**config.mk**
```make
export PLATFORM = sky130hd
export DESIGN_NAME = bbd_queue
export DESIGN_NICKNAME = d
export VERILOG_FILES = /design/src/rtl/bbd_pkg.sv /design/src/rtl/bbd_queue.sv
export SDC_FILE = /design/constraint.sdc
export NUM_CORES = 1
export LEC_CHECK = 0
export ABC_AREA = 1
export BUFFER_PORTS_ARGS = -buffer_cell sky130_fd_sc_hd__buf_2
export CAP_MARGIN = 20
export CORE_ASPECT_RATIO = 0.6
export CORE_MARGIN = 5
export CORE_UTILIZATION = 38
export DETAILED_ROUTE_END_ITERATION = 8
export SYNTH_ARGS = -nofsm -noshare
export SYNTH_HDL_FRONTEND = slang
export SYNTH_SLANG_ARGS = --single-unit
export TNS_END_PERCENT = 30
```
**constraint.sdc**
```tcl
create_clock -name clk -period 3.8 [get_ports clk]
set_input_delay 0.19 -clock clk [delete_from_list [all_inputs] [get_ports clk]]
set_output_delay 0.19 -clock clk [all_outputs]
set_load 0.05 [all_outputs]
```
**src/rtl/bbd_pkg.sv**
```systemverilog
// Shared types and constants for the bilinear Bayer demosaic block.
// Holds pixel, window, job and configuration types; no dependencies.
package bbd_pkg;

  localparam int PIX_W      = 8;
  localparam int COORD_W    = 10;
  localparam int DIM_W      = 11;
  localparam int PADDR_W    = 4;
  localparam int APB_DATA_W = 32;

  localparam int MAX_COLS_DEF = 1024;
  localparam int MAX_ROWS_DEF = 1024;

  // Job FIFO depth, a power of two
  localparam int QUEUE_DEPTH = 4;
  localparam int QPTR_W      = $clog2(QUEUE_DEPTH);

  // Register indexes (byte address is 4 * index)
  localparam int REG_IDX_W = 2;
  localparam logic [REG_IDX_W-1:0] REG_FRAME_WIDTH  = 2'd0;
  localparam logic [REG_IDX_W-1:0] REG_FRAME_HEIGHT = 2'd1;
  localparam logic [REG_IDX_W-1:0] REG_GRAY_MODE    = 2'd2;
  localparam logic [REG_IDX_W-1:0] REG_BLUE_FIRST   = 2'd3;

  localparam logic [DIM_W-1:0] WIDTH_RESET  = 11'd320;
  localparam logic [DIM_W-1:0] HEIGHT_RESET = 11'd240;
  localparam logic             GRAY_RESET   = 1'b0;
  localparam logic             BLUE_RESET   = 1'b1;

  // Output spots of one input sample; bit 1 = last row, bit 0 = last column
  localparam int SPOT_COUNT = 4;
  localparam logic [1:0] SPOT_PREV_ROW_PREV_COL = 2'd0;
  localparam logic [1:0] SPOT_PREV_ROW_LAST_COL = 2'd1;
  localparam logic [1:0] SPOT_LAST_ROW_PREV_COL = 2'd2;
  localparam logic [1:0] SPOT_LAST_ROW_LAST_COL = 2'd3;

  typedef logic [PIX_W-1:0] pix_t;

  // 3x3 neighborhood: [row r-2, r-1, r][col c-2, c-1, c]
  typedef logic [2:0][2:0][PIX_W-1:0] win_t;

  typedef struct packed {
    logic [DIM_W-1:0] frame_width;
    logic [DIM_W-1:0] frame_height;
    logic             gray_mode;
    logic             blue_first;
  } cfg_t;

  typedef struct packed {
    win_t                  win;
    logic [COORD_W-1:0]    row;
    logic [COORD_W-1:0]    col;
    logic                  row_one;
    logic                  col_one;
    logic [SPOT_COUNT-1:0] spots;
  } job_t;

endpackage

```
**src/rtl/bbd_queue.sv**
```systemverilog
// Short job FIFO between the front end and the back end.
// Depends on bbd_pkg.
module bbd_queue (
  input  logic          clk,
  input  logic          rst,
  input  logic          push,
  input  bbd_pkg::job_t push_job,
  output logic          full,
  input  logic          pop,
  output bbd_pkg::job_t head,
  output logic          empty
);
  import bbd_pkg::*;

  job_t              mem [QUEUE_DEPTH];
  logic [QPTR_W-1:0] wr_ptr, rd_ptr;
  logic [QPTR_W:0]   count;

  assign full  = (count == (QPTR_W + 1)'(QUEUE_DEPTH));
  assign empty = (count == '0);
  assign head  = mem[rd_ptr];

  // Pointers and fill level
  always_ff @(posedge clk) begin
    if (rst) begin
      wr_ptr <= '0;
      rd_ptr <= '0;
      count  <= '0;
    end else begin
      if (push) begin
        wr_ptr <= wr_ptr + 1'b1;
      end
      if (pop) begin
        rd_ptr <= rd_ptr + 1'b1;
      end
      if (push && !pop) begin
        count <= count + 1'b1;
      end else if (pop && !push) begin
        count <= count - 1'b1;
      end
    end
  end

  // Store entries
  always_ff @(posedge clk) begin
    if (push) begin
      mem[wr_ptr] <= push_job;
    end
  end

  a_no_overflow: assert property (@(posedge clk) disable iff (rst) push |-> !full)
    else $error("job FIFO overflow");

  a_no_underflow: assert property (@(posedge clk) disable iff (rst) pop |-> !empty)
    else $error("job FIFO underflow");

endmodule

```
After elaboration in Yosys (flattened, before gate mapping)
Memory sizes are Yosys's and may differ from the RTL's. A register that Yosys moved wholly into a read port is not among the register bits. Index checks and enable logic that the tools add are counted.

Add/subtract/negate cells: 4. Equal/unequal tests: 1. Multiplexer cells: 6. Reductions and logical operators: 6.

Operators with widths (number): $mux W3 (2); $add A2 B1 Y2 const B (2); $mux W2 (2); $add A3 B1 Y3 const B (1); $eq A3 B3 Y1 const B (1); $logic_not A3 Y1 (1); $sub A3 B1 Y3 const B (1); $logic_and A1 B1 Y1 (2); $logic_not A1 Y1 (2); $mux W1 (2); $reduce_bool A2 Y1 (1).

Bits in registers: 7. RAM bits: 392. Input bits: 102. Output and inout bits: 100. Logic and storage cells: 21. Memories: 1.

Memories: mem (words 4, bits a word 98, rd ports 1, clocked after Yosys merged registers in 1, wr ports 1, RTL line bbd_queue.sv:15) `job_t mem [QUEUE_DEPTH];`.

Depth between registers and ports, before layout
Gate-level depths: netlist of the first run.

Depth after elaboration: 4. Depth in mapped cells: 10.

Worst setup path after synthesis of the first run
OpenSTA, ideal clock, no wires.

Path kind: flip-flop to flip-flop. Start point: reg wr_ptr[0]. End point: mem mem[2][0] in the netlist's numbering, enable pin. Library setup time: 451 ps. Arrival: 2481 ps. Path slack: 867 ps. Stages on the path, launching flop included: 5. Path buffers: 0. Path through: dfxtp_1 inv_1 ha_1 nand2_1 inv_1.

RTL lines: from (decl) (RTL line bbd_queue.sv:16) `logic [QPTR_W-1:0] wr_ptr, rd_ptr;`; from (signal assigned) (RTL line bbd_queue.sv:31) `wr_ptr <= wr_ptr + 1'b1;`; to (decl) (RTL line bbd_queue.sv:15).

No word-level cell before the write port.

==> results of run 1 <==
==> worst max-delay path, delay by kind of cell, from the launching register on <==
| kind | cells | cell delay (ps) |
|---|---|---|
| compound gates | 2 | 500 |
| buf+inv | 2 | 1100 |
| flops | 1 | 700 |
==> cell usage after synthesis <==
master	number
edfxtp_1	392
xor2_1	1
clkbuf_2	2
nor3_1	2
nor2_1	202
nand3_1	1
inv_1	15
o21ai_1	47
a21oi_1	3
buf_2	7
buf_6	15
inv_6	1
buf_12	1
nand4_1	1
buf_4	5
dfxtp_1	9
ha_1	5
fa_1	1
o21ai_0	154
clkbuf_1	34
nand2_1	9
inv_2	1
o22ai_1	98
==> report_power, final <==
part	total, uW	internal, uW	switching, uW
logic	1400	351	1050
registers	5110	5050	59.4
clock network	3810	2260	1550
==> through the flow <==
step | hold WS [ps] | setup slack, ps | util | std cells
3_3_place_gp | 366 | 1250 | 0.421 | 1683
5_1_grt | 393 | 379 | 0.479 | 1851
2_1_floorplan | 262 | 867 | - | 1006
6_report | 392 | 650 | 0.479 | 1851
4_1_cts | 365 | 587 | 0.479 | 1850
3_5_place_dp | 383 | 1160 | 0.421 | 1683
==> sequential cells by signal (all words and copies together), names as in the netlist, named ones only <==
signal / flops
mem: 392
count: 3
rd_ptr: 2
wr_ptr: 2
==> repair_timing <==
item	CTS	global route
hold buffers	101	0
gates resized for setup	0	0
buffers inserted	0	0
hold endpoints to repair	399	0
==> layer usage <==
| metal | global-route usage | part of all wire | wire (um) | up-vias |
|---|---|---|---|---|
| met5 | 0 | 0.00096 | 33 | - |
| met4 | 0.0316 | 0.013 | 438 | 6 |
| met3 | 0.0330 | 0.053 | 1800 | 46 |
| met2 | 0.249 | 0.47 | 16100 | 215 |
| met1 | 0.217 | 0.46 | 15800 | 4471 |
| li1 | - | - | - | 4396 |
==> worst paths after layout <==
path,endpoint,cells past startpoint,from
max,head[59],4,flop
min,count[0],3,rst
min reg2reg,flop,1,rd_ptr[1]
max reg2reg,mem[1][69],5,wr_ptr[1]
==> kinds of logic (layout without fill, tap and decap cells) <==
family,after synthesis,after routing,share of synthesized area
adders and majority gates,6,6,0.00552
other,0,1,0
buffers and inverters,81,403,0.0313
and+or+nand+nor,215,215,0.0544
AOI/OAI and AO/OA,302,302,0.109
DFF,401,401,0.799
xor gates and xnor gates,1,1,0.000586
==> final cells by class <==
| cell class | instances | area (um2) | area share |
|---|---|---|---|
| repair buffers | 320 | 2190 | 0.117 |
| diodes | 1 | 2.50 | 0.000134 |
| inverters | 17 | 80.1 | 0.00429 |
| well taps | 522 | 653 | 0.0350 |
| clock inverters | 17 | 220 | 0.0118 |
| clock buffers | 49 | 1030 | 0.0553 |
| flip-flops and latches | 401 | 12000 | 0.640 |
| multi-input cells | 524 | 2540 | 0.136 |
==> metrics.yaml, run 1 <==
outcome:
  status: "finished, final reports clean"
cells_and_area:
  drive_gt1_frac: 0.212
  fillCellCount: 3443
  fin_nets: 1410
  design_area_um2: 18700
  areaGrowthSynthToFinish_pct: 24.9
  final_common_cell: "edfxtp_1"
  layout_common_cells: "392 x edfxtp_1, 202 x nor2_1, 201 x buf_2, 154 x o21ai_0, 101 x dlygate4sd3_1"
pwr:
  leakagePower_uw: 0.00653
  power-per-cell-area_nw_per_um2: 553
  power_uw: 10300
  ir_drop_uv: 299
placed_design:
  gp_congestion: 0.723
  portBuffers: 201
  dp_hpwl_mm: 18.9
  place_area_um2: 16400
timing:
  hold_violations: 0
  slew_violations: 0
  max_freq_mhz: 317
  grt_setup_unrepaired: "false"
  fin_tns_setup_ps: 0
  fin_crit_sh: 0.829
  worstMarginPinSlew_ps: 989
  slew_headroom: 0.340
  finalSetupViolations: 0
  period_minus_slack_ps: 3150
  skew_ps: 10.2
logic_synthesis:
  syn-cell-area_um2: 15000
  syn_nets: 1114
  syn_area_per_cell_um2: 14.9
  synth_cell_types: 23
  synth_top_area_share: 0.787
  synth_top_cell_by_area: "edfxtp_1"
  yosysWarnings: 0
  synth_area_leaders: "edfxtp_1 79%, o21ai_0 5.2%, nor2_1 5.1%"
  synth_cells: 1006
  ys_ff_latch: 401
  seq_area_frac_synth: 0.799
detailed_routing:
  routed_wl_mm: 34.2
  via_per_inst: 4.93
  dr.pass1.iters: 5
  avgRoutedWirePerCell_um: 18.5
  num_vias: 9134
  ant_nets: 0
  drcViolationCount: 0
  drt_iter0_drc: 695
setup_path:
  critical_path.endpoint_type: "primary output"
  crit_chain: "buf_4 -> o21ai_0 -> o22ai_1 -> buf_2"
  worstSetupStartpointType: "flop"
  worst_path_largest_cell_delay_ps: 790
  crit_fanout: 94
  crit_type: "reg2out"
  crit_slowest_cell: "buf_4"
  worst_ep_required_time_ps: 3610
  timing.reg2reg.setup_slack_ps: 1770
  cp.arrival_ps: 2960
grt:
  overflow: 0
  grt_pass1_wl_mm: 52.5
  antenna_found_initial: 4
  grt_pass1_vias: 9171
  gr-usage-all-layers: 0.154
  grt_max_degree: 95
cts:
  cts_tree: "done"
  ctsLongestPathBuffers: 3
  h-tree-depth: 2
  cts_sinks: 401
  clock_latency_ps: 520
  cts_made_buffers: 38
  clk_pin_slew_ps: 60
  ctsRootBufferMaster: "clkbuf_16"
die:
  die_w_um: 266
  dieHeight_um: 164
  die_area_um2: 43600
  core_um2: 39000
  start_util: 0.384
  num_io_pins: 202
  std_cell_rows: 56
job:
  max_cap_viol_count: 0
min_path:
  hold_path.class: "in2reg"
Power figures use the tool's default switching activity.
==> inputs of run 2 (changes only) <==
- clock period: 3.8 -> 2.8 ns (I/O delays scaled with it)
==> run 2 against run 1 <==
Against the previous run: clock power up 38%; die area did not move; largest power group unchanged; combinational power grew 39%; wire length fell by 0.30%; utilization grew 0.47 points; hold slack worse by 29 ps; register-to-register slack lost 830 ps; critical endpoint is now head[46].
==> metrics.yaml, run 2 (synthesis gave the netlist of run 1 again) <==
pwr:
  ir_drop_uv: 560
  leakagePower_uw: 0.00659
  swShare: 0.262
  power-per-cell-area_nw_per_um2: 750
  p_seq_frac: 0.491
  comb_power_share: 0.137
  internal-power_uw: 10400
  p_clk_frac: 0.372
  power_uw: 14100
  p_sw_uw: 3700
timing:
  finalSetupViolations: 0
  slew_headroom: 0.611
  skew_ps: 11.6
  grt_setup_unrepaired: "false"
  fin_ws_ps: 342
  period_minus_slack_ps: 2460
  hold_violations: 0
  max_freq_mhz: 407
  worstMarginPinSlew_ps: 583
  slew_violations: 0
  fin_crit_sh: 0.878
cells_and_area:
  finalNonFillerCells: 1858
  fin_nets: 1413
  areaGrowthSynthToFinish_pct: 26.1
  design_area_um2: 18900
  layout_common_cells: "392 x edfxtp_1, 202 x nor2_1, 201 x buf_2, 154 x o21ai_0, 101 x dlygate4sd3_1"
  final_common_cell: "edfxtp_1"
  drive_gt1_frac: 0.213
  top_regs: "mem: 392 flops, count: 3 flops"
  largest_reg_flops: 392
  regMostFlops: "mem"
placed_design:
  dp.cells: 1685
  dp_hpwl_mm: 19.4
  portBuffers: 201
  gp_congestion: 0.722
  dp_slack_ps: 856
  place_area_um2: 16600
setup_path:
  worst_path_largest_cell_delay_ps: 460
  crit_slowest_cell: "dfxtp_4"
  worst_ep_required_time_ps: 2660
  crit_fanout: 33
  worstSetupStartpointType: "flop"
  crit_type: "reg2out"
  cp.arrival_ps: 2320
  critical_path.endpoint_type: "primary output"
  timing.reg2reg.setup_slack_ps: 940
  crit_chain: "inv_6 -> buf_4 -> nor2_1 -> o22ai_1 -> buf_2"
detailed_routing:
  num_vias: 9200
  avgRoutedWirePerCell_um: 18.4
  dr.pass1.iters: 5
  drt_iter0_drc: 797
  via_per_inst: 4.95
  ant_nets: 0
  routed_wl_mm: 34.1
  drcViolationCount: 0
cts:
  cts_tree: "done"
  ctsRootBufferMaster: "clkbuf_16"
  post_cts_buffers: 0
  clk_pin_slew_ps: 60
  cts_resized: 0
  h-tree-depth: 2
  cts_sinks: 401
  ctsLongestPathBuffers: 3
  clock_latency_ps: 520
  cts_hold_buf: 101
  cts_made_buffers: 39
die:
  die_area_um2: 43600
  core_um2: 39000
  num_io_pins: 202
  std_cell_rows: 56
  dieHeight_um: 164
  start_util: 0.384
  die_w_um: 266
grt:
  grt_max_degree: 89
  grt_pass1_wl_mm: 53.1
  grt_pass1_vias: 9225
  overflow: 0
  gr-usage-all-layers: 0.154
  antenna_found_initial: 3
outcome:
  status: "finished, final reports clean"
min_path:
  hold_path.class: "in2reg"
job:
  max_cap_viol_count: 0
run 2: power groups by stage:
| stage | clock network [uW] | registers [uW] | logic [uW] |
|---|---|---|---|
| 2_1_floorplan | 0 | 7050 | 1300 |
| 3_3_place_gp | 0 | 7060 | 1830 |
| 3_5_place_dp | 0 | 7070 | 1840 |
| 4_1_cts | 5410 | 6940 | 1960 |
| 5_1_grt | 5690 | 6950 | 2070 |
| 6_report | 5260 | 6940 | 1940 |
run 2: cell type report:
cell class	instances	area, um2
fill	3378	20100
sequential	401	12000
multi-input combinational	524	2540
timing repair buffer	322	2340
clock buffer	51	1060
tap	522	653
clock inverter	20	218
inverter	17	82.6
antenna	1	2.50
run 2: layer usage:
| layer | up-vias | global-route usage | routed length [um] |
|---|---|---|---|
| met5 | - | 0 | 7 |
| met4 | 2 | 0.0348 | 600 |
| met3 | 47 | 0.0367 | 2020 |
| met2 | 253 | 0.242 | 15800 |
| met1 | 4504 | 0.221 | 15700 |
| li1 | 4394 | - | - |
run 2: path summary, 6_finish.rpt:
check,start,cells past startpoint,endpoint
min,push_job[72],2,mem[1][72]
max reg2reg,wr_ptr[0],5,mem[2][97]
min reg2reg,rd_ptr[1],1,flop
max,flop,5,head[46]
run 2: critical path, delay by kind of cell (launching register included):
kind	cells	cell delay [ps]
buffers and inverters	3	950
DFF	1	460
AOI/OAI and AO/OA	1	280
and+or+nand+nor	1	70
run 2: stage by stage:
stage	setup TNS, ps	util	hold WS (ps)
floorplan	-16920	-	212
finish	0	0.484	363
detailed placement	0	0.425	331
CTS	0	0.484	312
global placement	0	0.425	317
global route	0	0.484	340
