## config.mk

```make
export PLATFORM = sky130hd
export DESIGN_NAME = bbd_back_flat
export DESIGN_NICKNAME = d
export VERILOG_FILES = /design/src/rtl/bbd_pkg.sv /design/src/rtl/bbd_result_if.sv /design/src/rtl/bbd_back.sv /design/src/flat_wrapper.sv
export SDC_FILE = /design/constraint.sdc
export NUM_CORES = 1
export LEC_CHECK = 0
export BUFFER_PORTS_ARGS = -buffer_cell sky130_fd_sc_hd__buf_2
export CAP_MARGIN = 40
export CELL_PAD_IN_SITES_DETAIL_PLACEMENT = 0
export CELL_PAD_IN_SITES_GLOBAL_PLACEMENT = 1
export CORE_MARGIN = 3
export CORE_UTILIZATION = 25
export DETAILED_ROUTE_END_ITERATION = 10
export MAX_ROUTING_LAYER = met4
export PLACE_DENSITY_LB_ADDON = 0.3
export SYNTH_ARGS = -nofsm -noshare
export SYNTH_HDL_FRONTEND = slang
export SYNTH_SLANG_ARGS = --single-unit
```

## constraint.sdc

```tcl
create_clock -name clk -period 9.7 [get_ports clk]
set_input_delay 1.94 -clock clk [delete_from_list [all_inputs] [get_ports clk]]
set_output_delay 1.94 -clock clk [all_outputs]
set_load 0.03 [all_outputs]
```

## src/rtl/bbd_pkg.sv

```systemverilog
// Shared types and constants for the bilinear Bayer demosaic block.
// Holds pixel, window, job and configuration types; no dependencies.
package bbd_pkg;

  localparam int PIX_W      = 8;
  localparam int COORD_W    = 10;
  localparam int DIM_W      = 11;
  localparam int PADDR_W    = 4;
  localparam int APB_DATA_W = 32;

  localparam int MAX_COLS_DEF = 1024;
  localparam int MAX_ROWS_DEF = 1024;

  // Job FIFO depth, a power of two
  localparam int QUEUE_DEPTH = 4;
  localparam int QPTR_W      = $clog2(QUEUE_DEPTH);

  // Register indexes (byte address is 4 * index)
  localparam int REG_IDX_W = 2;
  localparam logic [REG_IDX_W-1:0] REG_FRAME_WIDTH  = 2'd0;
  localparam logic [REG_IDX_W-1:0] REG_FRAME_HEIGHT = 2'd1;
  localparam logic [REG_IDX_W-1:0] REG_GRAY_MODE    = 2'd2;
  localparam logic [REG_IDX_W-1:0] REG_BLUE_FIRST   = 2'd3;

  localparam logic [DIM_W-1:0] WIDTH_RESET  = 11'd320;
  localparam logic [DIM_W-1:0] HEIGHT_RESET = 11'd240;
  localparam logic             GRAY_RESET   = 1'b0;
  localparam logic             BLUE_RESET   = 1'b1;

  // Output spots of one input sample; bit 1 = last row, bit 0 = last column
  localparam int SPOT_COUNT = 4;
  localparam logic [1:0] SPOT_PREV_ROW_PREV_COL = 2'd0;
  localparam logic [1:0] SPOT_PREV_ROW_LAST_COL = 2'd1;
  localparam logic [1:0] SPOT_LAST_ROW_PREV_COL = 2'd2;
  localparam logic [1:0] SPOT_LAST_ROW_LAST_COL = 2'd3;

  typedef logic [PIX_W-1:0] pix_t;

  // 3x3 neighborhood: [row r-2, r-1, r][col c-2, c-1, c]
  typedef logic [2:0][2:0][PIX_W-1:0] win_t;

  typedef struct packed {
    logic [DIM_W-1:0] frame_width;
    logic [DIM_W-1:0] frame_height;
    logic             gray_mode;
    logic             blue_first;
  } cfg_t;

  typedef struct packed {
    win_t                  win;
    logic [COORD_W-1:0]    row;
    logic [COORD_W-1:0]    col;
    logic                  row_one;
    logic                  col_one;
    logic [SPOT_COUNT-1:0] spots;
  } job_t;

endpackage

```

## src/rtl/bbd_result_if.sv

```systemverilog
// Result channel: valid/ready handshake carrying one demosaiced pixel.
// Depends on bbd_pkg.
interface bbd_result_if;
  import bbd_pkg::*;

  logic               valid;
  logic               ready;
  pix_t               first_byte;
  pix_t               second_byte;
  pix_t               third_byte;
  logic [COORD_W-1:0] pixel_row;
  logic [COORD_W-1:0] pixel_column;
  logic               last_in_run;
  logic               frame_end;

  modport source(output valid, output first_byte, output second_byte, output third_byte,
                 output pixel_row, output pixel_column, output last_in_run,
                 output frame_end, input ready);
  modport sink(input valid, input first_byte, input second_byte, input third_byte,
               input pixel_row, input pixel_column, input last_in_run,
               input frame_end, output ready);
endinterface

```

## src/rtl/bbd_back.sv

```systemverilog
// Back end: walks the head job's pending spots, interpolates one pixel per
// cycle unless stalled, then formats gray or colour in the output register.
// Depends on bbd_pkg and bbd_result_if.
module bbd_back (
  input  logic          clk,
  input  logic          rst,
  input  bbd_pkg::cfg_t cfg,
  input  logic          q_empty,
  input  bbd_pkg::job_t q_head,
  output logic          q_pop,
  bbd_result_if.source  result
);
  import bbd_pkg::*;

  // Window row/column positions
  localparam logic [1:0] POS_FAR  = 2'd0;
  localparam logic [1:0] POS_MID  = 2'd1;
  localparam logic [1:0] POS_NEAR = 2'd2;

  // Divide by three: floor(s * 683 / 2048) is exact for s below 768
  localparam int SUM_W      = PIX_W + 2;
  localparam int PROD_W     = 2 * SUM_W;
  localparam int GRAY_RECIP = 683;
  localparam int GRAY_SHIFT = 11;

  logic [SPOT_COUNT-1:0] served, remaining, pick_mask;
  logic [1:0]            spot;
  logic                  last, issue;

  logic [1:0] rc, cc, up, dn, lf, rt;
  logic       odd_r, odd_c;
  pix_t       ctr, hl, hr, vu, vd, d_ul, d_ur, d_dl, d_dr;
  logic [PIX_W:0]   hor, ver;
  logic [PIX_W+1:0] dia, hv;
  pix_t       red, grn, blu;

  logic               b1_valid;
  pix_t               b1_r, b1_g, b1_b;
  logic [COORD_W-1:0] b1_row, b1_col;
  logic               b1_last, b1_end;

  logic               out_valid, out_load;
  pix_t               out_first, out_second, out_third;
  logic [COORD_W-1:0] out_row, out_col;
  logic               out_last, out_end;

  logic [SUM_W-1:0]  gray_sum;
  logic [PROD_W-1:0] gray_prod;

  // Pick the next pending spot of the head job
  assign remaining = q_head.spots & ~served;

  always_comb begin
    priority if (remaining[SPOT_PREV_ROW_PREV_COL]) begin
      spot = SPOT_PREV_ROW_PREV_COL;
    end else if (remaining[SPOT_PREV_ROW_LAST_COL]) begin
      spot = SPOT_PREV_ROW_LAST_COL;
    end else if (remaining[SPOT_LAST_ROW_PREV_COL]) begin
      spot = SPOT_LAST_ROW_PREV_COL;
    end else begin
      spot = SPOT_LAST_ROW_LAST_COL;
    end
  end

  assign pick_mask = SPOT_COUNT'(1) << spot;
  assign last      = (remaining & ~pick_mask) == '0;
  assign out_load  = b1_valid && (!out_valid || result.ready);
  assign issue     = !q_empty && (!b1_valid || out_load);
  assign q_pop     = issue && last;

  // Track served spots; clear when the job leaves
  always_ff @(posedge clk) begin
    if (rst) begin
      served <= '0;
    end else if (issue) begin
      served <= last ? '0 : (served | pick_mask);
    end
  end

  // Neighbor positions with mirror reflection at the frame edges
  always_comb begin
    rc = spot[1] ? POS_NEAR : POS_MID;
    cc = spot[0] ? POS_NEAR : POS_MID;
    up = spot[1] ? POS_MID : (q_head.row_one ? POS_NEAR : POS_FAR);
    dn = spot[1] ? POS_MID : POS_NEAR;
    lf = spot[0] ? POS_MID : (q_head.col_one ? POS_NEAR : POS_FAR);
    rt = spot[0] ? POS_MID : POS_NEAR;
    odd_r = spot[1] ? q_head.row[0] : !q_head.row[0];
    odd_c = spot[0] ? q_head.col[0] : !q_head.col[0];
  end

  // Gather neighbors and sums
  always_comb begin
    ctr  = q_head.win[rc][cc];
    hl   = q_head.win[rc][lf];
    hr   = q_head.win[rc][rt];
    vu   = q_head.win[up][cc];
    vd   = q_head.win[dn][cc];
    d_ul = q_head.win[up][lf];
    d_ur = q_head.win[up][rt];
    d_dl = q_head.win[dn][lf];
    d_dr = q_head.win[dn][rt];
    hor  = (PIX_W + 1)'(hl) + (PIX_W + 1)'(hr);
    ver  = (PIX_W + 1)'(vu) + (PIX_W + 1)'(vd);
    dia  = (PIX_W + 2)'(d_ul) + (PIX_W + 2)'(d_ur) + (PIX_W + 2)'(d_dl)
         + (PIX_W + 2)'(d_dr);
    hv   = (PIX_W + 2)'(hor) + (PIX_W + 2)'(ver);
  end

  // Interpolate by Bayer phase: G at even/even and odd/odd, R at even/odd
  always_comb begin
    unique case ({odd_r, odd_c})
      2'b00: begin
        grn = ctr;
        red = hor[PIX_W:1];
        blu = ver[PIX_W:1];
      end
      2'b01: begin
        red = ctr;
        grn = hv[PIX_W+1:2];
        blu = dia[PIX_W+1:2];
      end
      2'b10: begin
        blu = ctr;
        grn = hv[PIX_W+1:2];
        red = dia[PIX_W+1:2];
      end
      2'b11: begin
        grn = ctr;
        red = ver[PIX_W:1];
        blu = hor[PIX_W:1];
      end
    endcase
  end

  // Interpolation stage register
  always_ff @(posedge clk) begin
    if (rst) begin
      b1_valid <= 1'b0;
    end else if (issue) begin
      b1_valid <= 1'b1;
    end else if (out_load) begin
      b1_valid <= 1'b0;
    end
  end

  always_ff @(posedge clk) begin
    if (issue) begin
      b1_r    <= red;
      b1_g    <= grn;
      b1_b    <= blu;
      b1_row  <= spot[1] ? q_head.row : q_head.row - 1'b1;
      b1_col  <= spot[0] ? q_head.col : q_head.col - 1'b1;
      b1_last <= last;
      b1_end  <= (spot == SPOT_LAST_ROW_LAST_COL);
    end
  end

  // Gray value
  assign gray_sum  = SUM_W'(b1_r) + SUM_W'(b1_g) + SUM_W'(b1_b);
  assign gray_prod = PROD_W'(gray_sum) * PROD_W'(GRAY_RECIP);

  // Output register
  always_ff @(posedge clk) begin
    if (rst) begin
      out_valid <= 1'b0;
    end else if (out_load) begin
      out_valid <= 1'b1;
    end else if (result.ready) begin
      out_valid <= 1'b0;
    end
  end

  always_ff @(posedge clk) begin
    if (out_load) begin
      if (cfg.gray_mode) begin
        out_first  <= gray_prod[GRAY_SHIFT +: PIX_W];
        out_second <= '0;
        out_third  <= '0;
      end else begin
        out_first  <= cfg.blue_first ? b1_b : b1_r;
        out_second <= b1_g;
        out_third  <= cfg.blue_first ? b1_r : b1_b;
      end
      out_row  <= b1_row;
      out_col  <= b1_col;
      out_last <= b1_last;
      out_end  <= b1_end;
    end
  end

  assign result.valid        = out_valid;
  assign result.first_byte   = out_first;
  assign result.second_byte  = out_second;
  assign result.third_byte   = out_third;
  assign result.pixel_row    = out_row;
  assign result.pixel_column = out_col;
  assign result.last_in_run  = out_last;
  assign result.frame_end    = out_end;

  // The frame corner is always the final pixel of its request
  a_end_is_last: assert property (@(posedge clk) disable iff (rst)
    result.valid && result.frame_end |-> result.last_in_run)
    else $error("frame end not last of its request");

  // A queued job always has a spot left to serve
  a_spot_pending: assert property (@(posedge clk) disable iff (rst)
    !q_empty |-> (remaining != '0))
    else $error("head job has no pending spot");

endmodule

```

## src/flat_wrapper.sv

```systemverilog
// flat-port wrapper written by rule: the top's interface ports become plain ports
module bbd_back_flat import bbd_pkg::*;
  (clk, rst, cfg, q_empty, q_head, q_pop, result_valid, result_first_byte, result_second_byte, result_third_byte, result_pixel_row, result_pixel_column, result_last_in_run, result_frame_end, result_ready);
  bbd_result_if result_i ();
  input  logic clk;
  input  logic rst;
  input  bbd_pkg::cfg_t cfg;
  input  logic q_empty;
  input  bbd_pkg::job_t q_head;
  output logic q_pop;
  output wire logic [$bits(result_i.valid)-1:0] result_valid;
  output wire logic [$bits(result_i.first_byte)-1:0] result_first_byte;
  output wire logic [$bits(result_i.second_byte)-1:0] result_second_byte;
  output wire logic [$bits(result_i.third_byte)-1:0] result_third_byte;
  output wire logic [$bits(result_i.pixel_row)-1:0] result_pixel_row;
  output wire logic [$bits(result_i.pixel_column)-1:0] result_pixel_column;
  output wire logic [$bits(result_i.last_in_run)-1:0] result_last_in_run;
  output wire logic [$bits(result_i.frame_end)-1:0] result_frame_end;
  input wire logic [$bits(result_i.ready)-1:0] result_ready;
  assign result_valid = result_i.valid;
  assign result_first_byte = result_i.first_byte;
  assign result_second_byte = result_i.second_byte;
  assign result_third_byte = result_i.third_byte;
  assign result_pixel_row = result_i.pixel_row;
  assign result_pixel_column = result_i.pixel_column;
  assign result_last_in_run = result_i.last_in_run;
  assign result_frame_end = result_i.frame_end;
  assign result_i.ready = result_ready;
  bbd_back u_core (.clk(clk), .rst(rst), .cfg(cfg), .q_empty(q_empty), .q_head(q_head), .q_pop(q_pop), .result(result_i));
endmodule
```

# After elaboration in Yosys (flattened, before gate mapping)

Cells that the tools add are included.

$add $sub $neg: 10
$mul: 1
Div/mod/pow operators: 0
Magnitude comparators: 6
Equal/unequal tests: 4
Shift-type cells: 1
Multiplexer cells: 50
Bitwise operators: 5
Reduce and logical (&&, ||, !) cells: 16

Operators with widths:

| operator                                            | count |
|---|---|
| binary-select mux 24 bit (select 2 bit)             | 3 |
| binary-select mux 8 bit (select 2 bit)              | 9 |
| two-way mux 8 bit                                   | 12 |
| two-way mux 24 bit                                  | 3 |
| case mux 8 bit (4 select lines)                     | 2 |
| adder 8 x 8 -> 9 bit                                | 4 |
| adder 10 x 8 -> 10 bit                              | 3 |
| two-way mux 10 bit                                  | 2 |
| two-way mux 2 bit                                   | 10 |
| subtractor 10 x 1 -> 10 bit, second input constant  | 2 |
| multiplier 10 x 10 -> 19 bit, second input constant | 1 |
| < comparator 2 x 3 -> 1 bit, second input constant  | 6 |
| case mux 8 bit (2 select lines)                     | 1 |
| adder 9 x 9 -> 10 bit                               | 1 |
| bitwise AND 4 bit                                   | 2 |
| NOT 4 bit                                           | 2 |
| two-way mux 1 bit                                   | 7 |
| equality test 2 bit, second input constant          | 3 |
| zero test 1 bit                                     | 5 |
| zero test 4 bit                                     | 1 |
| two-way mux 4 bit                                   | 1 |
| bitwise OR 4 bit                                    | 1 |
| nonzero test 2 bit                                  | 2 |
| OR reduction 2 bit                                  | 2 |
| 5 further kinds                                     | 8 |

Flip-flop bits (word level): 98
Latch bits: 0
Memory bits (writable): 0
Bits in read-only memories: 0
Input bits: 126
Logic and storage cells: 110
Memories: 0

# Longest topological paths before layout

Gate-level depths: netlist (run 1).

Depth in word-level cells: 14
Mapped depth: 32
Mapped depth without buffers: 32

# Least setup slack after synthesis (run 1)

OpenSTA, ideal clock, no wires.

Path type: input to output
Start: input port result_ready
End: output port q_pop
Arrival time: 4.999 ns
Data required time: 7.760 ns
Setup slack: 2.761 ns
Stages: 3
Cells stage by stage: nor2b_1 -> a21oi_1 -> and2_1

Longest elaborated chain between the ends: 5

RTL lines:

| item              | RTL line           | text |
|---|---|---|
| start, declared   | flat_wrapper.sv:19 | `input wire logic [$bits(result_i.ready)-1:0] result_ready;` |
| logical OR 1 bit  | bbd_back.sv:67     | `assign out_load = b1_valid && (!out_valid \|\| result.ready);` |
| logical AND 1 bit | bbd_back.sv:67     |  |
| logical OR 1 bit  | bbd_back.sv:68     | `assign issue = !q_empty && (!b1_valid \|\| out_load);` |
| logical AND 1 bit | bbd_back.sv:68     |  |
| via u_core.issue  | bbd_back.sv:28     | `logic last, issue;` |
| logical AND 1 bit | bbd_back.sv:69     | `assign q_pop = issue && last;` |
| end, declared     | flat_wrapper.sv:10 | `output logic q_pop;` |

The timed path passes the listed nets, and every way through them passes these cells.

# Worst setup path after layout (run 1)

Start: register u_core.b1_r[0]
End: register u_core.out_first[6], in the netlist u_core.result.first_byte[6], data pin

Longest elaborated chain between the ends: 4

RTL lines:

| item                         | RTL line        | text |
|---|---|---|
| start, declared              | bbd_back.sv:38  | `pix_t b1_r, b1_g, b1_b;` |
| start signal, assigned       | bbd_back.sv:149 | `b1_r <= red;` |
| adder 8 x 8 -> 9 bit         | bbd_back.sv:160 | `assign gray_sum = SUM_W'(b1_r) + SUM_W'(b1_g) + SUM_W'(b1_b);` |
| adder 10 x 8 -> 10 bit       | bbd_back.sv:160 |  |
| multiplier 10 x 10 -> 19 bit | bbd_back.sv:161 | `assign gray_prod = PROD_W'(gray_sum) * PROD_W'(GRAY_RECIP);` |
| two-way mux 8 bit            | bbd_back.sv:176 | `if (cfg.gray_mode) begin` |
| end signal, assigned         | bbd_back.sv:177 | `out_first <= gray_prod[GRAY_SHIFT +: PIX_W];` |
| end signal, assigned         | bbd_back.sv:181 | `out_first <= cfg.blue_first ? b1_b : b1_r;` |
| end, declared                | bbd_back.sv:43  | `pix_t out_first, out_second, out_third;` |

Every way passes these cells.
A chain may end at the register's enable or synchronous reset.

==> results of run 1 <==
[cell usage in the layout (no fill, tap or decap), types with 8 or more instances in the layout]
master,n
a211oi_1,20
a21o_1,17
a21oi_1,73
a221oi_1,11
a31oi_1,13
buf_2,151
buf_4,8
clkbuf_16,10
edfxtp_1,92
fa_1,32
ha_1,119
inv_1,85
mux2_2,8
mux2i_1,80
nand2_1,92
nor2_1,120
nor2b_1,18
nor3_1,22
o21ai_0,47
o21bai_1,14
or2_2,9
or3_1,9
xnor2_1,44
xor2_1,26
[stage by stage]
stage                     instance area, um^2  utilization  hold WS (ns)
after floorplan                         10030            -        0.4003
after global placement                  11320       0.2888        0.4008
after detailed placement                11330       0.2892        0.4045
after CTS                               11640       0.2971        0.4109
after global routing                    11640       0.2971        0.4255
final                                   11640       0.2971        0.4101
[sequential cells by signal (all words and copies together), names as in the netlist]
register and flops:
u_core.b1_col 10, u_core.b1_g 8, u_core.result.frame_end 1, u_core.result.second_byte 8, u_core.b1_b 8, u_core.b1_r 8
u_core.served 4, u_core.b1_row 10, u_core.result.pixel_row 10, u_core.result.third_byte 8, u_core.result.pixel_column 10, u_core.result.last_in_run 1
u_core.result.first_byte 8, u_core.result.valid 1, u_core.b1_valid 1, u_core.b1_last 1, u_core.b1_end 1
[Yosys cell counts (3+ instances only)]
cell type    n
nor2_1     120
ha_1       119
edfxtp_1    92
nand2_1     92
inv_1       85
mux2i_1     80
a21oi_1     74
o21ai_0     47
xnor2_1     44
fa_1        32
xor2_1      26
clkbuf_1    25
nor3_1      22
a211oi_1    20
nor2b_1     19
a21o_1      17
buf_2       16
o21bai_1    14
a31oi_1     13
a221oi_1    11
or2_2        9
or3_1        9
mux2_2       8
nor4_1       7
dfxtp_1      6
nand3_1      6
buf_1        5
nand2b_1     5
a211oi_2     4
a21oi_2      4
a2bb2oi_1    4
o21a_1       4
o22ai_1      4
a222oi_1     3
and3_1       3
o2111ai_1    3
o211ai_1     3
[layer usage]
| metal | global-route usage | vias to the layer above | part of all wire |
|---|---|---|---|
| met3 | 0.01229 | 12 | 0.027 |
| met2 | 0.1957 | 132 | 0.44 |
| met4 | 0.01891 | 0 | 0.0065 |
| li1 | - | 4113 | - |
| met1 | 0.1825 | 3579 | 0.52 |
| met5 | - | - | 0 |
[worst max-delay path: cells and delay by family (launching register included)]
| kind | cells | cell delay, ns |
|---|---|---|
| buffers and inverters | 4 | 0.40 |
| DFF | 1 | 0.39 |
| AOI/OAI and AO/OA | 6 | 1.30 |
| xor gates and xnor gates | 2 | 0.27 |
| and+or+nand+nor | 9 | 1.71 |
| muxes | 1 | 0.08 |
| adders and majority gates | 9 | 3.10 |
[path summary, 6_finish.rpt]
path / start / end / slack (ns) / cells after the start
setup / recovery: u_core.b1_r[0] / u_core.result.first_byte[6] / 2.16 / 31
hold reg to reg: u_core.b1_row[4] / u_core.result.pixel_row[4] / 0.41 / 0
setup reg to reg: u_core.b1_r[0] / u_core.result.first_byte[6] / 2.16 / 31
hold / removal: u_core.b1_row[4] / u_core.result.pixel_row[4] / 0.41 / 0
[cell families (layout without fill, tap and decap cells)]
kind of cell / after synthesis / in the layout / synth area share
AOI/OAI and AO/OA: 240 / 240 / 0.1587
xor gates and xnor gates: 71 / 71 / 0.06272
adders and majority gates: 151 / 151 / 0.2122
buffers and inverters: 132 / 260 / 0.05212
DFF: 98 / 98 / 0.2873
muxes: 89 / 89 / 0.08990
and+or+nand+nor: 306 / 306 / 0.1370
[layout make-up]
type / count / area, um^2
clock inverters: 5 / 53.80
flip-flops and latches: 98 / 2883
well taps: 518 / 648.1
repair buffers: 159 / 815.8
multi-input cells: 857 / 6668
fillers: 4220 / 27550
clock buffers: 11 / 254.0
inverters: 85 / 319.1
==> impl_metrics.toml, run 1 <==
[floorplan]
dieArea_mm2 = 0.04258
die-height_um = 206.3
std_cell_rows = 72
core_area_mm2 = 0.03919
ios = 174
die_x_um = 206.3
start_util = 0.2561

[timing]
final.min_clock_period_ns = 7.541
setup_viol = 0
finalMaxSlewViolations = 0
hold_viol = 0
rsz0062_at_grt = "no"
fin_ws_ns = 2.159
finalCritPeriodShare = 0.7774
worst_clock_skew_ns = 0.01979
max_slew_margin = 0.4381
max_freq_ghz = 0.1326
tightestPinTransition_ns = 0.8351
fin_tns_setup_ns = 0

[grt]
grt_pass1_wl_um = 41640
grt_max_degree = 68
antenna_found_initial = 0
grt_overflow = 0
track_usage = 0.1262
grt_pass1_vias = 7748

[yosys]
ys_warn_count = 0
yosysTopAreaCellShare = 0.2753
syn_inst = 1087
yosysSeqAreaShare = 0.2873
synth_area_mm2 = 0.01003
synth_nets = 1364
synth-async-reset-ratio = 0
synth_cell_types = 62
synth-edff-count = 92
synth-main-ff-cell = "edfxtp_1"
ys_ff_latch = 98
synth_area_leader_cell = "edfxtp_1"
avgSynthCellArea_um2 = 9.231
synthTopCellsByArea = "edfxtp_1, ha_1, mux2i_1"

[clocking]
post-cts-setup-buffers = 0
tritoncts = "done"
clock-sinks = 98
cts_buffers = 9
clockBufferDepth = 2
cts-hold-fix-buffers = 0
cts-resized-gates = 0
htree_levels = 3
cts-root-buf = "clkbuf_16"
clk_latency_ns = 0.36
cts.reportedPaths.clkPinSlew_ns = 0.08

[route]
drt_wl_total_um = 25980
drtPass1Iterations = 5
avgViaCountPerCell = 4.522
vias = 7836
drt_iter0_drc = 362
ant_nets = 0
wl_per_cell_um = 14.99
drcViolationCount = 0

[setup_path]
max_stage_delay_ns = 0.53
criticalPathCategory = "reg2reg"
cp_data_arrival_time_ns = 7.62
start_kind = "register"
worstPathMaxFanout = 4
crit_slowest_cell = "fa_1"
worst_setup_path_end_kind = "register"
crit_path_frequent_cell = "ha_1"
critical_path_required_ns = 9.78

[finish]
fin_nets = 1487
diodes = 0
area_growth_pct = 16.01
drive_gt1_frac = 0.1761
layoutNonFillerInstCount = 1733

[placed_design]
pre_cts_slack_ns = 2.059
dp.final_hpwl_um = 21860
gp_congestion = 0.8301
port_buffers = 151
dp.cells = 1717

[flow_run]
cap_violations = 0

[run_status]
status = "complete, no violations"

[min_path]
min_path_type = "reg2reg"
Power of run 1 is not shown: default switching activity piles up to over one toggle a cycle in this logic, so the estimate is an artifact.
==> run 2: changes to the inputs <==
Settings changed: ABC_AREA from default to 1.
Clock period 9.7 ns to 6.7 ns, I/O delays scaled along.
==> impl_metrics.toml, run 2 <==
[route]
avgViaCountPerCell = 4.438
drcViolationCount = 0
drt_iter0_drc = 487
drt_wl_total_um = 27800
vias = 8872
drtPass1Iterations = 5
ant_nets = 0
wl_per_cell_um = 13.91

[setup_path]
worstPathMaxFanout = 4
criticalPathCategory = "reg2reg"
worstReg2RegEnd = "u_core.result.first_byte[7]"
max_stage_delay_ns = 0.53
start_kind = "register"
cp_data_arrival_time_ns = 6.42
reg2reg_depth = 35
worst_setup_path_end_kind = "register"
reg2reg_from = "u_core.b1_g[0]"
r2r_slack_ns = 0.40
startpoint = "u_core.b1_g[0]"
crit_slowest_cell = "fa_1"
critical_path_required_ns = 6.82

[min_path]
worstHoldStart = "u_core.b1_col[2]"
min_path_type = "reg2reg"
whs_endpoint = "u_core.result.pixel_column[2]"
whs_path_depth = 0

[timing]
max_freq_ghz = 0.1586
hold_viol = 0
finalMaxSlewViolations = 0
setup_viol = 0
rsz0062_at_grt = "yes"
final.min_clock_period_ns = 6.304
finalCritPeriodShare = 0.9409
tightestPinTransition_ns = 0.6794
max_slew_margin = 0.5471
worst_clock_skew_ns = 0.007645

[placed_design]
dp.cells = 1980
gp_congestion = 0.8602
port_buffers = 151
dp.final_hpwl_um = 23490

[yosys]
synth-async-reset-ratio = 0
synth_area_leader_cell = "edfxtp_1"
synth_mux_area_frac = 0.0009806
yosysTopAreaCellShare = 0.2707
synth_simple_gate_area_frac = 0.1879
synth-xor-area-share = 0.04621
synthTopCellsByCount = "nand2_1, inv_1, o21ai_0"
yosysMostFrequentCell = "nand2_1"
synth_cell_types = 55
syn_inst = 1313
synth-edff-count = 92
synth_nets = 1590
synth-adder-area-share = 0.2086
ys_ff_latch = 98
synth-main-ff-cell = "edfxtp_1"
synth-compound-area-share = 0.1731
yosysSeqAreaShare = 0.2824
ys_warn_count = 0
synthTopCellsByArea = "edfxtp_1, ha_1, nand2_1"
avgSynthCellArea_um2 = 7.774
synth_area_mm2 = 0.01021
synth_top_family_by_area = "adder cells"

[clocking]
clockBufferDepth = 2
cts.reportedPaths.clkPinSlew_ns = 0.08
cts-hold-fix-buffers = 0
cts-root-buf = "clkbuf_16"
clk_latency_ns = 0.36
clock-sinks = 98
cts_buffers = 9
tritoncts = "done"
htree_levels = 3

[grt]
grt_overflow = 0
grt_max_degree = 66
track_usage = 0.1318
antenna_found_initial = 0
grt_pass1_wl_um = 44970
grt_pass1_vias = 8717

[floorplan]
std_cell_rows = 73
die_x_um = 208.1
die-height_um = 208.1
ios = 174
start_util = 0.2551
dieArea_mm2 = 0.04329
core_area_mm2 = 0.04001

[finish]
final_cell_mix = "nand2_1, inv_1, buf_2"
area_growth_pct = 18.47
drive_gt1_frac = 0.1716
layout_commonest_cell = "nand2_1"
fin_nets = 1746
diodes = 0
layoutNonFillerInstCount = 1999

[run_status]
status = "complete, no violations"

[flow_run]
cap_violations = 0
[run 2: area by class of cell]
cell class                      instances  area, um^2
Multi-Input combinational cell        955        6394
Sequential cell                        98        2883
Tap cell                              525       656.9
Inverter                              219       822.0
Timing Repair Buffer                  186        1031
Clock buffer                            9       225.2
Fill cell                            4338       27910
Clock inverter                          7       81.33
[run 2: metrics by stage]
step	utilization	hold slack, ns	setup slack (ns)	TNS, ns	area, um^2
finish	0.3023	0.4222	0.3959	0	12090
global route	0.3023	0.4271	-0.06060	-0.1226	12090
CTS	0.2996	0.4238	0.1484	0	11980
detailed placement	0.2919	0.4045	0.1742	0	11680
global placement	0.2914	0.4023	0.1251	0	11660
floorplan	-	0.4003	0.4204	0	10210
[run 2: critical path: cells and delay by family, from the launching register on]
kind	cells	cell delay [ns]
compound gates	2	0.34
xor+xnor	2	0.33
fa+ha+maj	9	3.22
buf+inv	6	0.35
flops	1	0.35
simple gates	16	1.47
[run 2: cell families (layout without fill, tap and decap cells)]
| logic type | after synthesis | in the layout |
|---|---|---|
| flops | 98 | 98 |
| fa+ha+maj | 151 | 151 |
| simple gates | 441 | 441 |
| compound gates | 309 | 309 |
| xor+xnor | 53 | 53 |
| buf+inv | 260 | 421 |
| mux | 1 | 1 |
[run 2: repair_timing]
item	in CTS	in global routing
setup endpoints to repair	0	7
endpoints found under the hold margin	0	0
resized for setup	0	19
buffers inserted	0	3
[run 2: how the worst max path moves through the flow]
stage | end | slack, ns | cells after the start
after floorplan | u_core.result.first_byte[7] | 0.42 | 35
after global placement | u_core.result.first_byte[6] | 0.13 | 30
after detailed placement | u_core.result.first_byte[6] | 0.17 | 30
after CTS | u_core.result.first_byte[6] | 0.15 | 30
after global routing | u_core.result.first_byte[7] | -0.06 | 35
final | u_core.result.first_byte[7] | 0.40 | 35
[run 2: per-layer routing]
| layer | vias to the layer above | GRT usage | wire length, um |
|---|---|---|---|
| li1 | 4708 | - | - |
| met1 | 3980 | 0.1763 | 13790 |
| met2 | 168 | 0.2145 | 12700 |
| met3 | 16 | 0.01568 | 906 |
| met4 | 0 | 0.03092 | 405 |
| met5 | - | - | 0 |
Power of run 2 is left out for the same reason.
==> run 3: changes to the inputs <==
Settings changed: CTS_BUF_LIST from default to sky130_fd_sc_hd__clkbuf_2 sky130_fd_sc_hd__clkbuf_4 sky130_fd_sc_hd__clkbuf_8.
==> impl_metrics.toml, run 3 (same netlist as run 2, synthesis figures left out) <==
[min_path]
whs_endpoint = "u_core.result.pixel_row[0]"
min_path_type = "reg2reg"
whs_path_depth = 0
worstHoldStart = "u_core.b1_row[0]"

[run_status]
status = "complete, no violations"

[clocking]
clockBufferDepth = 2
clock-sinks = 98
clk_latency_ns = 0.41
tritoncts = "done"
cts-root-buf = "clkbuf_8"
htree_levels = 3
cts-hold-fix-buffers = 0
cts.reportedPaths.clkPinSlew_ns = 0.11
cts_buffers = 9

[setup_path]
max_stage_delay_ns = 0.53
r2r_slack_ns = 0.45
critical_path_required_ns = 6.86
worstPathMaxFanout = 3
crit_slowest_cell = "fa_1"
criticalPathCategory = "reg2reg"
cp_data_arrival_time_ns = 6.40
worstReg2RegEnd = "u_core.result.first_byte[4]"
reg2reg_depth = 34
crit_path_frequent_cell = "nand2_1"
reg2reg_from = "u_core.b1_g[0]"
worst_setup_path_end_kind = "register"
start_kind = "register"

[placed_design]
pre_cts_slack_ns = 0.1742
dp.final_hpwl_um = 23490
port_buffers = 151
gp_congestion = 0.8602

[grt]
track_usage = 0.1318
grt.busiest_layer = "met2"
grt_use_met1 = 0.1759
met2_usage = 0.2147
antenna_found_initial = 0
use_met3 = 0.01568
grt_pass1_wl_um = 44960
grt_max_degree = 66
grt_pass1_vias = 8730
grt_overflow = 0

[floorplan]
std_cell_rows = 73
core_area_mm2 = 0.04001
die_x_um = 208.1
ios = 174
start_util = 0.2551
dieArea_mm2 = 0.04329
die-height_um = 208.1

[route]
vias = 8885
ant_nets = 0
drcViolationCount = 0
wl_per_cell_um = 13.90
drt_wl_total_um = 27790
drt_iter0_drc = 478
avgViaCountPerCell = 4.445
drtPass1Iterations = 5

[finish]
diodes = 0
fin_nets = 1746
final_cell_mix = "nand2_1, inv_1, buf_2"
layout_commonest_cell = "nand2_1"
drive_gt1_frac = 0.1737
n_fill_cell = 4354
area_growth_pct = 17.39

[timing]
worst_clock_skew_ns = 0.01338
holdWs_ns = 0.4278
hold_viol = 0
final.min_clock_period_ns = 6.247
finalCritPeriodShare = 0.9325
fin_ws_ns = 0.4526
max_freq_ghz = 0.1601
tightestPinTransition_ns = 0.6692
finalMaxSlewViolations = 0
max_slew_margin = 0.5538
setup_viol = 0

[flow_run]
cap_violations = 0
run 3: cell counts in the layout (fill, tap and decap cells not counted):
No cell type changed its count.
run 3: repair_timing:
item,4_1_cts,5_1_grt
gates resized for setup,0,20
setup buffers,0,3
endpoints found under the hold margin,0,0
setup endpoints to repair,0,7
run 3: worst max-delay path, delay by kind of cell (launching register included):
kind | cells | cell delay, ns
buffers and inverters | 6 | 0.52
AND/OR/NAND/NOR | 11 | 0.98
XOR/XNOR | 1 | 0.15
AO/OA/AOI/OAI | 7 | 0.98
flip-flops | 1 | 0.36
adder cells (fa/ha/maj) | 9 | 3.01
run 3: worst max path at each step:
stage,startpoint,depth (start not counted),endpoint
finish,u_core.b1_g[0],34,u_core.result.first_byte[4]
CTS,u_core.b1_r[0],30,u_core.result.first_byte[6]
global placement,u_core.b1_g[0],30,u_core.result.first_byte[6]
global route,u_core.b1_r[0],35,u_core.result.first_byte[7]
detailed placement,u_core.b1_r[0],30,u_core.result.first_byte[6]
floorplan,u_core.b1_r[0],35,u_core.result.first_byte[7]
run 3: layer usage:
metal	share of wire	vias up
met1	0.49	3985
met2	0.46	178
met4	0.014	0
met3	0.038	16
li1	-	4706
met5	0	-
run 3: layout make-up:
| class | instances | area (um^2) | area share |
|---|---|---|---|
| clock inverter | 7 | 81.33 | 0.006787 |
| sequential | 98 | 2883 | 0.2406 |
| timing repair buffer | 186 | 1031 | 0.08604 |
| clock buffer | 9 | 123.9 | 0.01034 |
| inverter | 219 | 822.0 | 0.06860 |
| tap | 525 | 656.9 | 0.05482 |
| multi-input combinational | 955 | 6385 | 0.5328 |
run 3: metrics by stage:
step,util,cell area (um^2),instances,setup TNS [ns]
6_report,0.2995,11980,1999,0
3_5_place_dp,0.2919,11680,1980,0
3_3_place_gp,0.2914,11660,1979,0
5_1_grt,0.2995,11980,1999,-0.008993
4_1_cts,0.2970,11880,1996,0
2_1_floorplan,-,10210,1313,0
Power of run 3 is left out for the same reason.
